===== src/rtl/core/pcgbr_pkg.sv =====
// Package with the constants and types of the bounded PCG random generator.
package pcgbr_pkg;

  localparam logic [63:0] PcgMult = 64'd6364136223846793005;
  localparam logic [63:0] PcgInc = 64'd55;

  typedef enum logic [1:0] {
    REQ_RAW32 = 2'd0,
    REQ_BND32 = 2'd1,
    REQ_RAW64 = 2'd2,
    REQ_BND64 = 2'd3
  } req_type_e;

  typedef enum logic [9:0] {
    ST_IDLE  = 10'b0000000001,
    ST_PREP  = 10'b0000000010,
    ST_DIVQ  = 10'b0000000100,
    ST_LIM   = 10'b0000001000,
    ST_DRAW  = 10'b0000010000,
    ST_WAITD = 10'b0000100000,
    ST_CHECK = 10'b0001000000,
    ST_DIVX  = 10'b0010000000,
    ST_ADD   = 10'b0100000000,
    ST_OUT   = 10'b1000000000
  } state_e;

  typedef struct packed {
    logic       start;
    logic       seed_load;
    logic [63:0] seed;
  } gen_ctrl_t;

endpackage


===== src/rtl/core/pcgbr_req_if.sv =====
// Valid-ready channel interfaces for requests and results.
interface pcgbr_req_if;
  logic        valid;
  logic        ready;
  logic [1:0]  req_type;
  logic [63:0] range_low;
  logic [63:0] range_high;
  modport source (output valid, req_type, range_low, range_high, input ready);
  modport sink (input valid, req_type, range_low, range_high, output ready);
endinterface

interface pcgbr_rsp_if;
  logic        valid;
  logic        ready;
  logic [63:0] rand_value;
  logic        range_error;
  modport source (output valid, rand_value, range_error, input ready);
  modport sink (input valid, rand_value, range_error, output ready);
endinterface


===== src/rtl/core/pcgbr_serial_mul.sv =====
// Bit-serial 64x64 multiplier keeping the low 64 bits, plus an addend.
module pcgbr_serial_mul (
  input  logic        clk_i,
  input  logic        rst_ni,
  input  logic        start_i,
  input  logic [63:0] a_i,
  input  logic [63:0] b_i,
  input  logic [63:0] c_i,
  output logic        busy_o,
  output logic        done_o,
  output logic [63:0] p_o
);
  logic [63:0] acc_q, acc_d, a_q, a_d, b_q, b_d;
  logic [6:0]  cnt_q, cnt_d;
  logic        busy_q, busy_d, done_q, done_d;

  always_comb begin
    acc_d = acc_q;
    a_d = a_q;
    b_d = b_q;
    cnt_d = cnt_q;
    busy_d = busy_q;
    done_d = 1'b0;
    if (start_i) begin
      acc_d = c_i;
      a_d = a_i;
      b_d = b_i;
      cnt_d = 7'd0;
      busy_d = 1'b1;
    end else if (busy_q) begin
      if (b_q[0]) begin
        acc_d = acc_q + a_q;
      end
      a_d = {a_q[62:0], 1'b0};
      b_d = {1'b0, b_q[63:1]};
      cnt_d = cnt_q + 7'd1;
      if (cnt_q == 7'd63) begin
        busy_d = 1'b0;
        done_d = 1'b1;
      end
    end
  end

  always_ff @(posedge clk_i or negedge rst_ni) begin
    if (!rst_ni) begin
      busy_q <= 1'b0;
      done_q <= 1'b0;
      cnt_q <= 7'd0;
    end else begin
      busy_q <= busy_d;
      done_q <= done_d;
      cnt_q <= cnt_d;
    end
  end

  always_ff @(posedge clk_i) begin
    acc_q <= acc_d;
    a_q <= a_d;
    b_q <= b_d;
  end

  assign busy_o = busy_q;
  assign done_o = done_q;
  assign p_o = acc_q;
endmodule


===== src/rtl/core/pcgbr_serial_div.sv =====
// Bit-serial restoring 64-bit unsigned divider.
module pcgbr_serial_div (
  input  logic        clk_i,
  input  logic        rst_ni,
  input  logic        start_i,
  input  logic [63:0] num_i,
  input  logic [63:0] den_i,
  output logic        done_o,
  output logic [63:0] quo_o
);
  logic [63:0] quo_q, quo_d, den_q, den_d;
  logic [63:0] rem_q, rem_d;
  logic [64:0] trial;
  logic [6:0]  cnt_q, cnt_d;
  logic        busy_q, busy_d, done_q, done_d;

  always_comb begin
    quo_d = quo_q;
    den_d = den_q;
    rem_d = rem_q;
    cnt_d = cnt_q;
    busy_d = busy_q;
    done_d = 1'b0;
    trial = {rem_q, quo_q[63]} - {1'b0, den_q};
    if (start_i) begin
      quo_d = num_i;
      den_d = den_i;
      rem_d = '0;
      cnt_d = 7'd0;
      busy_d = 1'b1;
    end else if (busy_q) begin
      if (trial[64]) begin
        rem_d = {rem_q[62:0], quo_q[63]};
        quo_d = {quo_q[62:0], 1'b0};
      end else begin
        rem_d = trial[63:0];
        quo_d = {quo_q[62:0], 1'b1};
      end
      cnt_d = cnt_q + 7'd1;
      if (cnt_q == 7'd63) begin
        busy_d = 1'b0;
        done_d = 1'b1;
      end
    end
  end

  always_ff @(posedge clk_i or negedge rst_ni) begin
    if (!rst_ni) begin
      busy_q <= 1'b0;
      done_q <= 1'b0;
      cnt_q <= 7'd0;
    end else begin
      busy_q <= busy_d;
      done_q <= done_d;
      cnt_q <= cnt_d;
    end
  end

  always_ff @(posedge clk_i) begin
    quo_q <= quo_d;
    den_q <= den_d;
    rem_q <= rem_d;
  end

  assign done_o = done_q;
  assign quo_o = quo_q;
endmodule


===== src/rtl/core/pcgbr_gen.sv =====
// PCG state register with serial LCG advance and XSH-RR output permutation.
module pcgbr_gen (
  input  logic                 clk_i,
  input  logic                 rst_ni,
  input  pcgbr_pkg::gen_ctrl_t ctrl_i,
  output logic                 done_o,
  output logic [31:0]          word_o
);
  logic [63:0] state_q, state_d, mul_p, mul_a;
  logic        mul_start, mul_busy, mul_done, pend_q, pend_d;
  logic [31:0] xs;
  logic [4:0]  rot;

  assign mul_start = ctrl_i.start | ctrl_i.seed_load;
  assign mul_a = ctrl_i.seed_load ? ctrl_i.seed : (mul_done ? mul_p : state_q);

  pcgbr_serial_mul u_mul (
    .clk_i  (clk_i),
    .rst_ni (rst_ni),
    .start_i(mul_start),
    .a_i    (mul_a),
    .b_i    (pcgbr_pkg::PcgMult),
    .c_i    (pcgbr_pkg::PcgInc),
    .busy_o (mul_busy),
    .done_o (mul_done),
    .p_o    (mul_p)
  );

  always_comb begin
    state_d = state_q;
    pend_d = pend_q;
    if (mul_done) begin
      state_d = mul_p;
      pend_d = 1'b0;
    end
    if (ctrl_i.start) begin
      pend_d = 1'b1;
    end else if (ctrl_i.seed_load) begin
      pend_d = 1'b0;
    end
  end

  always_ff @(posedge clk_i or negedge rst_ni) begin
    if (!rst_ni) begin
      state_q <= pcgbr_pkg::PcgInc;
      pend_q <= 1'b0;
    end else begin
      state_q <= state_d;
      pend_q <= pend_d;
    end
  end

  assign xs = 32'(((mul_p >> 18) ^ mul_p) >> 27);
  assign rot = mul_p[63:59];
  assign word_o = (xs >> rot) | (xs << ((5'd0 - rot) & 5'd31));
  assign done_o = mul_done & pend_q & ~mul_busy;
endmodule


===== src/rtl/core/pcg_bounded_random_generator.sv =====
// Top level of the bounded PCG random generator.
// Requests arrive on req (req_type, range_low, range_high) as valid-ready
// beats; each request yields exactly one result beat on rsp (rand_value,
// range_error). One request is handled at a time.
// Each 32-bit draw advances the 64-bit LCG state through a bit-serial
// multiplier; a 64-bit draw takes two such 32-bit draws.
// Bounded draws first compute the quotient with a bit-serial divider,
// the rejection limit with a second bit-serial multiplier, then draw
// until accepted, divide once more and add the lower bound.
// Equal or reversed bounds finish without a draw; full-range bounds draw raw.
// The seed register is written through seed_we_i / seed_value_i; a write
// loads the state and advances it once.
// After reset the state is 55 (the zero seed advanced once) and the block is
// idle. When the receiver stalls, the result beat holds and no new request
// is taken until it is delivered.
module pcg_bounded_random_generator (
  input  logic          clk_i,
  input  logic          rst_ni,
  input  logic          seed_we_i,
  input  logic [63:0]   seed_value_i,
  pcgbr_req_if.sink     req,
  pcgbr_rsp_if.source   rsp
);
  pcgbr_pkg::state_e   st_q, st_d;
  pcgbr_pkg::gen_ctrl_t gctl;
  logic [1:0]  kind_q, kind_d;
  logic [63:0] low_q, low_d, high_q, high_d, q_q, q_d, lim_q, lim_d;
  logic [63:0] x_q, x_d, val_q, val_d, rng;
  logic        err_q, err_d, half_q, half_d, full_q, full_d;
  logic        gen_done, mul_start, mul_done, mul_busy, div_start, div_done;
  logic [63:0] mul_p, div_q, div_num, div_den;
  logic [31:0] word;
  logic        is32;

  assign is32 = kind_q inside {pcgbr_pkg::REQ_RAW32, pcgbr_pkg::REQ_BND32};
  assign rng = high_q - low_q + 64'd1;

  pcgbr_gen u_gen (
    .clk_i (clk_i),
    .rst_ni(rst_ni),
    .ctrl_i(gctl),
    .done_o(gen_done),
    .word_o(word)
  );

  pcgbr_serial_mul u_lim (
    .clk_i  (clk_i),
    .rst_ni (rst_ni),
    .start_i(mul_start),
    .a_i    (rng),
    .b_i    (q_q),
    .c_i    (64'd0),
    .busy_o (mul_busy),
    .done_o (mul_done),
    .p_o    (mul_p)
  );

  assign div_num = (st_q == pcgbr_pkg::ST_PREP) ?
                   (is32 ? 64'h0000_0000_FFFF_FFFF : 64'hFFFF_FFFF_FFFF_FFFF) : x_q;
  assign div_den = (st_q == pcgbr_pkg::ST_PREP) ? rng : q_q;

  pcgbr_serial_div u_div (
    .clk_i  (clk_i),
    .rst_ni (rst_ni),
    .start_i(div_start),
    .num_i  (div_num),
    .den_i  (div_den),
    .done_o (div_done),
    .quo_o  (div_q)
  );

  always_comb begin
    st_d = st_q;
    kind_d = kind_q;
    low_d = low_q;
    high_d = high_q;
    q_d = q_q;
    lim_d = lim_q;
    x_d = x_q;
    val_d = val_q;
    err_d = err_q;
    half_d = half_q;
    full_d = full_q;
    gctl.seed_load = seed_we_i;
    gctl.seed = seed_value_i;
    gctl.start = 1'b0;
    mul_start = 1'b0;
    div_start = 1'b0;
    case (st_q)
      pcgbr_pkg::ST_IDLE: begin
        if (req.valid) begin
          kind_d = req.req_type;
          err_d = 1'b0;
          half_d = 1'b0;
          full_d = 1'b0;
          if (req.req_type == pcgbr_pkg::REQ_BND32) begin
            low_d = {32'd0, req.range_low[31:0]};
            high_d = {32'd0, req.range_high[31:0]};
          end else begin
            low_d = req.range_low;
            high_d = req.range_high;
          end
          if (req.req_type inside {pcgbr_pkg::REQ_RAW32, pcgbr_pkg::REQ_RAW64}) begin
            full_d = 1'b1;
            st_d = pcgbr_pkg::ST_DRAW;
          end else begin
            st_d = pcgbr_pkg::ST_PREP;
          end
        end
      end
      pcgbr_pkg::ST_PREP: begin
        if (high_q < low_q) begin
          err_d = 1'b1;
          val_d = low_q;
          st_d = pcgbr_pkg::ST_OUT;
        end else if (high_q == low_q) begin
          val_d = low_q;
          st_d = pcgbr_pkg::ST_OUT;
        end else if (low_q == 64'd0 && (is32 ? high_q == 64'h0000_0000_FFFF_FFFF
                                             : high_q == 64'hFFFF_FFFF_FFFF_FFFF)) begin
          full_d = 1'b1;
          st_d = pcgbr_pkg::ST_DRAW;
        end else begin
          div_start = 1'b1;
          st_d = pcgbr_pkg::ST_DIVQ;
        end
      end
      pcgbr_pkg::ST_DIVQ: begin
        if (div_done) begin
          q_d = div_q;
          st_d = pcgbr_pkg::ST_LIM;
        end
      end
      pcgbr_pkg::ST_LIM: begin
        if (!mul_busy && !mul_done) begin
          mul_start = 1'b1;
        end
        if (mul_done) begin
          lim_d = mul_p;
          st_d = pcgbr_pkg::ST_DRAW;
        end
      end
      pcgbr_pkg::ST_DRAW: begin
        gctl.start = 1'b1;
        half_d = 1'b0;
        st_d = pcgbr_pkg::ST_WAITD;
      end
      pcgbr_pkg::ST_WAITD: begin
        if (gen_done) begin
          if (is32) begin
            x_d = {32'd0, word};
            st_d = pcgbr_pkg::ST_CHECK;
          end else if (!half_q) begin
            x_d = {word, 32'd0};
            half_d = 1'b1;
            gctl.start = 1'b1;
          end else begin
            x_d = {x_q[63:32], word};
            st_d = pcgbr_pkg::ST_CHECK;
          end
        end
      end
      pcgbr_pkg::ST_CHECK: begin
        if (full_q) begin
          val_d = x_q;
          st_d = pcgbr_pkg::ST_OUT;
        end else if (x_q >= lim_q) begin
          st_d = pcgbr_pkg::ST_DRAW;
        end else begin
          div_start = 1'b1;
          st_d = pcgbr_pkg::ST_DIVX;
        end
      end
      pcgbr_pkg::ST_DIVX: begin
        if (div_done) begin
          x_d = div_q;
          st_d = pcgbr_pkg::ST_ADD;
        end
      end
      pcgbr_pkg::ST_ADD: begin
        val_d = is32 ? {32'd0, x_q[31:0] + low_q[31:0]} : x_q + low_q;
        st_d = pcgbr_pkg::ST_OUT;
      end
      pcgbr_pkg::ST_OUT: begin
        if (rsp.ready) begin
          st_d = pcgbr_pkg::ST_IDLE;
        end
      end
      default: st_d = pcgbr_pkg::ST_IDLE;
    endcase
  end

  always_ff @(posedge clk_i or negedge rst_ni) begin
    if (!rst_ni) begin
      st_q <= pcgbr_pkg::ST_IDLE;
      half_q <= 1'b0;
      full_q <= 1'b0;
      err_q <= 1'b0;
      kind_q <= pcgbr_pkg::REQ_RAW32;
    end else begin
      st_q <= st_d;
      half_q <= half_d;
      full_q <= full_d;
      err_q <= err_d;
      kind_q <= kind_d;
    end
  end

  always_ff @(posedge clk_i) begin
    low_q <= low_d;
    high_q <= high_d;
    q_q <= q_d;
    lim_q <= lim_d;
    x_q <= x_d;
    val_q <= val_d;
  end

  assign req.ready = (st_q == pcgbr_pkg::ST_IDLE);
  assign rsp.valid = (st_q == pcgbr_pkg::ST_OUT);
  assign rsp.rand_value = val_q;
  assign rsp.range_error = err_q;
endmodule


===== src/flat_wrapper.sv =====
// flat-port wrapper written by rule: the top's interface ports become plain ports
module pcg_bounded_random_generator_flat 
  (clk_i, rst_ni, seed_we_i, seed_value_i, req_valid, req_req_type, req_range_low, req_range_high, req_ready, rsp_valid, rsp_rand_value, rsp_range_error, rsp_ready);
  pcgbr_req_if req_i ();
  pcgbr_rsp_if rsp_i ();
  input  logic clk_i;
  input  logic rst_ni;
  input  logic seed_we_i;
  input  logic [63:0] seed_value_i;
  input wire logic [$bits(req_i.valid)-1:0] req_valid;
  input wire logic [$bits(req_i.req_type)-1:0] req_req_type;
  input wire logic [$bits(req_i.range_low)-1:0] req_range_low;
  input wire logic [$bits(req_i.range_high)-1:0] req_range_high;
  output wire logic [$bits(req_i.ready)-1:0] req_ready;
  output wire logic [$bits(rsp_i.valid)-1:0] rsp_valid;
  output wire logic [$bits(rsp_i.rand_value)-1:0] rsp_rand_value;
  output wire logic [$bits(rsp_i.range_error)-1:0] rsp_range_error;
  input wire logic [$bits(rsp_i.ready)-1:0] rsp_ready;
  assign req_i.valid = req_valid;
  assign req_i.req_type = req_req_type;
  assign req_i.range_low = req_range_low;
  assign req_i.range_high = req_range_high;
  assign req_ready = req_i.ready;
  assign rsp_valid = rsp_i.valid;
  assign rsp_rand_value = rsp_i.rand_value;
  assign rsp_range_error = rsp_i.range_error;
  assign rsp_i.ready = rsp_ready;
  pcg_bounded_random_generator u_core (.clk_i(clk_i), .rst_ni(rst_ni), .seed_we_i(seed_we_i), .seed_value_i(seed_value_i), .req(req_i), .rsp(rsp_i));
endmodule

===== config.mk =====
export PLATFORM = sky130hd
export DESIGN_NAME = pcg_bounded_random_generator_flat
export DESIGN_NICKNAME = d
export VERILOG_FILES = /design/src/rtl/core/pcgbr_pkg.sv /design/src/rtl/core/pcgbr_req_if.sv /design/src/rtl/core/pcgbr_serial_mul.sv /design/src/rtl/core/pcgbr_serial_div.sv /design/src/rtl/core/pcgbr_gen.sv /design/src/rtl/core/pcg_bounded_random_generator.sv /design/src/flat_wrapper.sv
export SDC_FILE = /design/constraint.sdc
export NUM_CORES = 2
export LEC_CHECK = 0
export BUFFER_PORTS_ARGS = -buffer_cell sky130_fd_sc_hd__buf_2
export CAP_MARGIN = 20
export CORE_MARGIN = 4
export CORE_UTILIZATION = 45
export CTS_CLUSTER_SIZE = 30
export DETAILED_ROUTE_END_ITERATION = 10
export GPL_ROUTABILITY_DRIVEN = 1
export GPL_TIMING_DRIVEN = 0
export PLACE_DENSITY = 0.6
export SLEW_MARGIN = 0
export SYNTH_ARGS = -nofsm -noshare
export SYNTH_HDL_FRONTEND = slang
export SYNTH_SLANG_ARGS = --single-unit

===== constraint.sdc =====
create_clock -name clk_i -period 6.4 [get_ports clk_i]
set_clock_uncertainty 0.15 [all_clocks]
set_input_delay 0.64 -clock clk_i [delete_from_list [all_inputs] [get_ports clk_i]]
set_output_delay 0.64 -clock clk_i [all_outputs]
set_load 0.02 [all_outputs]

==> flow_metrics.tcl <==
set metrics [dict create \
    ant_nets 0 \
    rsz0062_at_grt "no" \
    cts.sinks 1065 \
    hold_depth 2 \
    startpoint "u_core.u_gen.u_mul.p_o[59]" \
    avgSynthCellArea_um2 9.21 \
    syn_inst 7293 \
    first_global_vias 56000 \
    routed_wl_mm 247 \
    critPathLaunchType "register" \
    post-route-drc-count 0 \
    synth_area_leader_cell "edfxtp_1" \
    yosysTopAreaCellShare_pct 31.5 \
    io_buffers 265 \
    gr-total-overflow 0 \
    end_kind "register" \
    synth_cell_types 94 \
    hp-class "input port to register" \
    final_nets 8517 \
    synth-async-reset-ratio_pct 9.95 \
    via_count 58400 \
    status "finished clean" \
    dieArea_mm2 0.155 \
    register_area_mm2 0.0289 \
    slew_headroom_pct 2.80 \
    finalSetupViolCount 0 \
    grt_antenna_before_repair 7 \
    syn_nets 7977 \
    clock_latency_ns 0.78 \
    clkTransAtPathRegs_ns 0.07 \
    period_minus_slack_ns 5.95 \
    finalCritPeriodShare_pct 92.9 \
    synthTopCellsByArea "edfxtp_1, ha_1, dfxtp_1" \
    row_count 141 \
    cts_tree "yes" \
    netlist_area_mm2 0.0672 \
    syn2layout_area_growth_pct 14.1 \
    powerDensity_mw_per_mm2 529 \
    crit_required_ns 6.72 \
    cts-root-buf "clkbuf_16" \
    wl_per_cell_um 25.0 \
    post-synth-top-count-cell "nand2_1" \
    synth_common_cells "nand2_1, edfxtp_1, a21oi_1" \
    yosysSeqAreaShare_pct 43.0 \
    reg2reg_from "u_core.u_gen.u_mul.p_o[59]" \
    worst_slew_pin_slew_ns 1.46 \
    hold_viol_final 0 \
    yosysWarnings 0 \
    core_area_mm2 0.148 \
    cap_violations 0 \
    drv_slew 0 \
    grt_max_degree 94 \
    synth_ff_type "edfxtp_1" \
    dr.pass1.iters 6 \
    via_per_inst 5.92 \
    dr.first_iter.drc_count 5209 \
    cts_buffers 116 \
    h-tree-depth 3 \
    n_fill_cell 13900 \
    irDropWorstVdd_mv 0.367 \
    initial_core_util_pct 45.4 \
    crit_arrival_ns 6.27 \
    power.leakage_nw 32.7 \
    multi_input_area_mm2 0.0356 \
    synth-edff-count 704 \
    path_class "register to register" \
    drive_gt1_share_pct 8.54 \
    die_height_um 394 \
    gp_congestion 0.999 \
    groute.usage.overall_pct 30.7 \
    fmax_ghz 0.168 \
    hold_slack_ns 0.0300 \
    dp_hpwl_mm 196 \
    synth-seq-cells 1065 \
    cp_max_fo 10 \
    fin_setup_tns_ns 0 \
    pin_count 266 \
    post_cts_resized 0 \
    reg2reg_depth 16 \
    die_x_um 394 \
    worstHoldStart "req_range_low[47]" \
    grt_pass1_wl_mm 362 \
    clockBufferDepth 3 \
]
through the flow:
step	std cells	cell area (um2)	worst slack, ns	power, mW	util [%]
after floorplan	7293	67200	0.934	24.4	-
after global placement	9488	70900	-2.03	32.6	47.9
after detailed placement	9509	71300	0.604	32.8	48.2
after CTS	9862	76600	0.625	40.0	51.7
after global routing	9867	76600	0.0459	42.7	51.8
final	9870	76600	0.452	40.5	51.8
cell families after synthesis:
logic type	synth area share, %
xor gates and xnor gates	4.35
and+or+nand+nor	16.2
buffers and inverters	4.05
DFF	43.0
adders and majority gates	9.44
muxes	4.42
AOI/OAI and AO/OA	18.5
worst paths after layout:
kind                       slack, ns                     endpoint
max                             0.45               u_core.x_q[28]
min                             0.03             u_core.low_q[47]
max reg2reg                     0.45               u_core.x_q[28]
min reg2reg                     0.31              u_core.lim_q[2]
max in group asynchronous       5.00               u_core.st_q[0]
min in group asynchronous       0.32  u_core.u_gen.u_mul.cnt_q[3]
routing by layer:
layer,global-route usage (%),vias to the layer above,wire length (um)
met1,39.5,28300,102000
met2,50.6,2250,114000
met5,0,-,0
met3,5.09,488,17000
li1,-,27400,-
met4,14.2,0,13800
flip-flops by register name, indices dropped and copies added, names as in the netlist, 7 cells and up:
| signal | count |
|---|---|
| u_core.x_q | 64 |
| u_core.rsp.rand_value | 64 |
| u_core.u_lim.a_q | 64 |
| u_core.u_div.cnt_q | 7 |
| u_core.u_div.den_q | 64 |
| u_core.q_q | 64 |
| u_core.u_gen.state_q | 64 |
| u_core.u_gen.u_mul.cnt_q | 7 |
| u_core.u_gen.u_mul.a_q | 64 |
| u_core.u_div.quo_o | 64 |
| u_core.u_lim.cnt_q | 7 |
| u_core.low_q | 64 |
| u_core.high_q | 64 |
| u_core.u_gen.u_mul.p_o | 64 |
| u_core.u_lim.p_o | 64 |
| u_core.u_div.rem_q | 64 |
| u_core.st_q | 10 |
| u_core.u_lim.b_q | 64 |
| u_core.u_gen.u_mul.b_q | 63 |
| u_core.lim_q | 64 |
timing repair:
| item | CTS | global route |
|---|---|---|
| hold buffers | 131 | 0 |
| setup buffers | 0 | 0 |
| endpoints found under the hold margin | 193 | 0 |
placed cells by master (no fill, tap or decap), drive strengths merged, types with 83 or more instances in the layout:
master,n
dfrtp,100
a21oi,659
nand4,144
buf,373
nand2,1146
dlygate4sd3,131
o21ai,505
a21o,248
nand3,144
edfxtp,704
nor2,520
mux2,83
inv,302
a211oi,99
and2,98
xnor2,193
ha,449
mux2i,176
clkbuf,468
xor2,140
dfxtp,255
worst max-delay path, stage by stage (launching register included):
cell and delay, ns:
dfxtp_1 0.31, clkbuf_1 0.24, inv_1 0.19, clkbuf_1 0.39, buf_1 0.48, buf_1 0.47, ha_1 0.32, clkbuf_1 0.20
inv_2 0.20, buf_1 0.41, o21ai_0 0.28, o21ai_0 0.42, nor2_1 0.07, a21oi_1 0.18, nor2_1 0.07, a221oi_1 1.04
o21ai_0 0.22
power by group:
group	internal [mW]	switching, mW
Sequential	9.24	1.59
Clock	4.00	3.00
Combinational	7.45	15.3
Total	20.7	19.8
cell type report:
type / instances / area share, %
inverter: 296 / 1.46
timing repair buffer: 422 / 3.92
sequential: 1065 / 37.7
antenna: 3 / 0.00980
tap: 1930 / 3.15
buffer: 402 / 2.11
clock inverter: 74 / 1.07
clock buffer: 148 / 4.08
multi-input combinational: 5530 / 46.5
No activity file was read; power rests on OpenSTA's default activity.
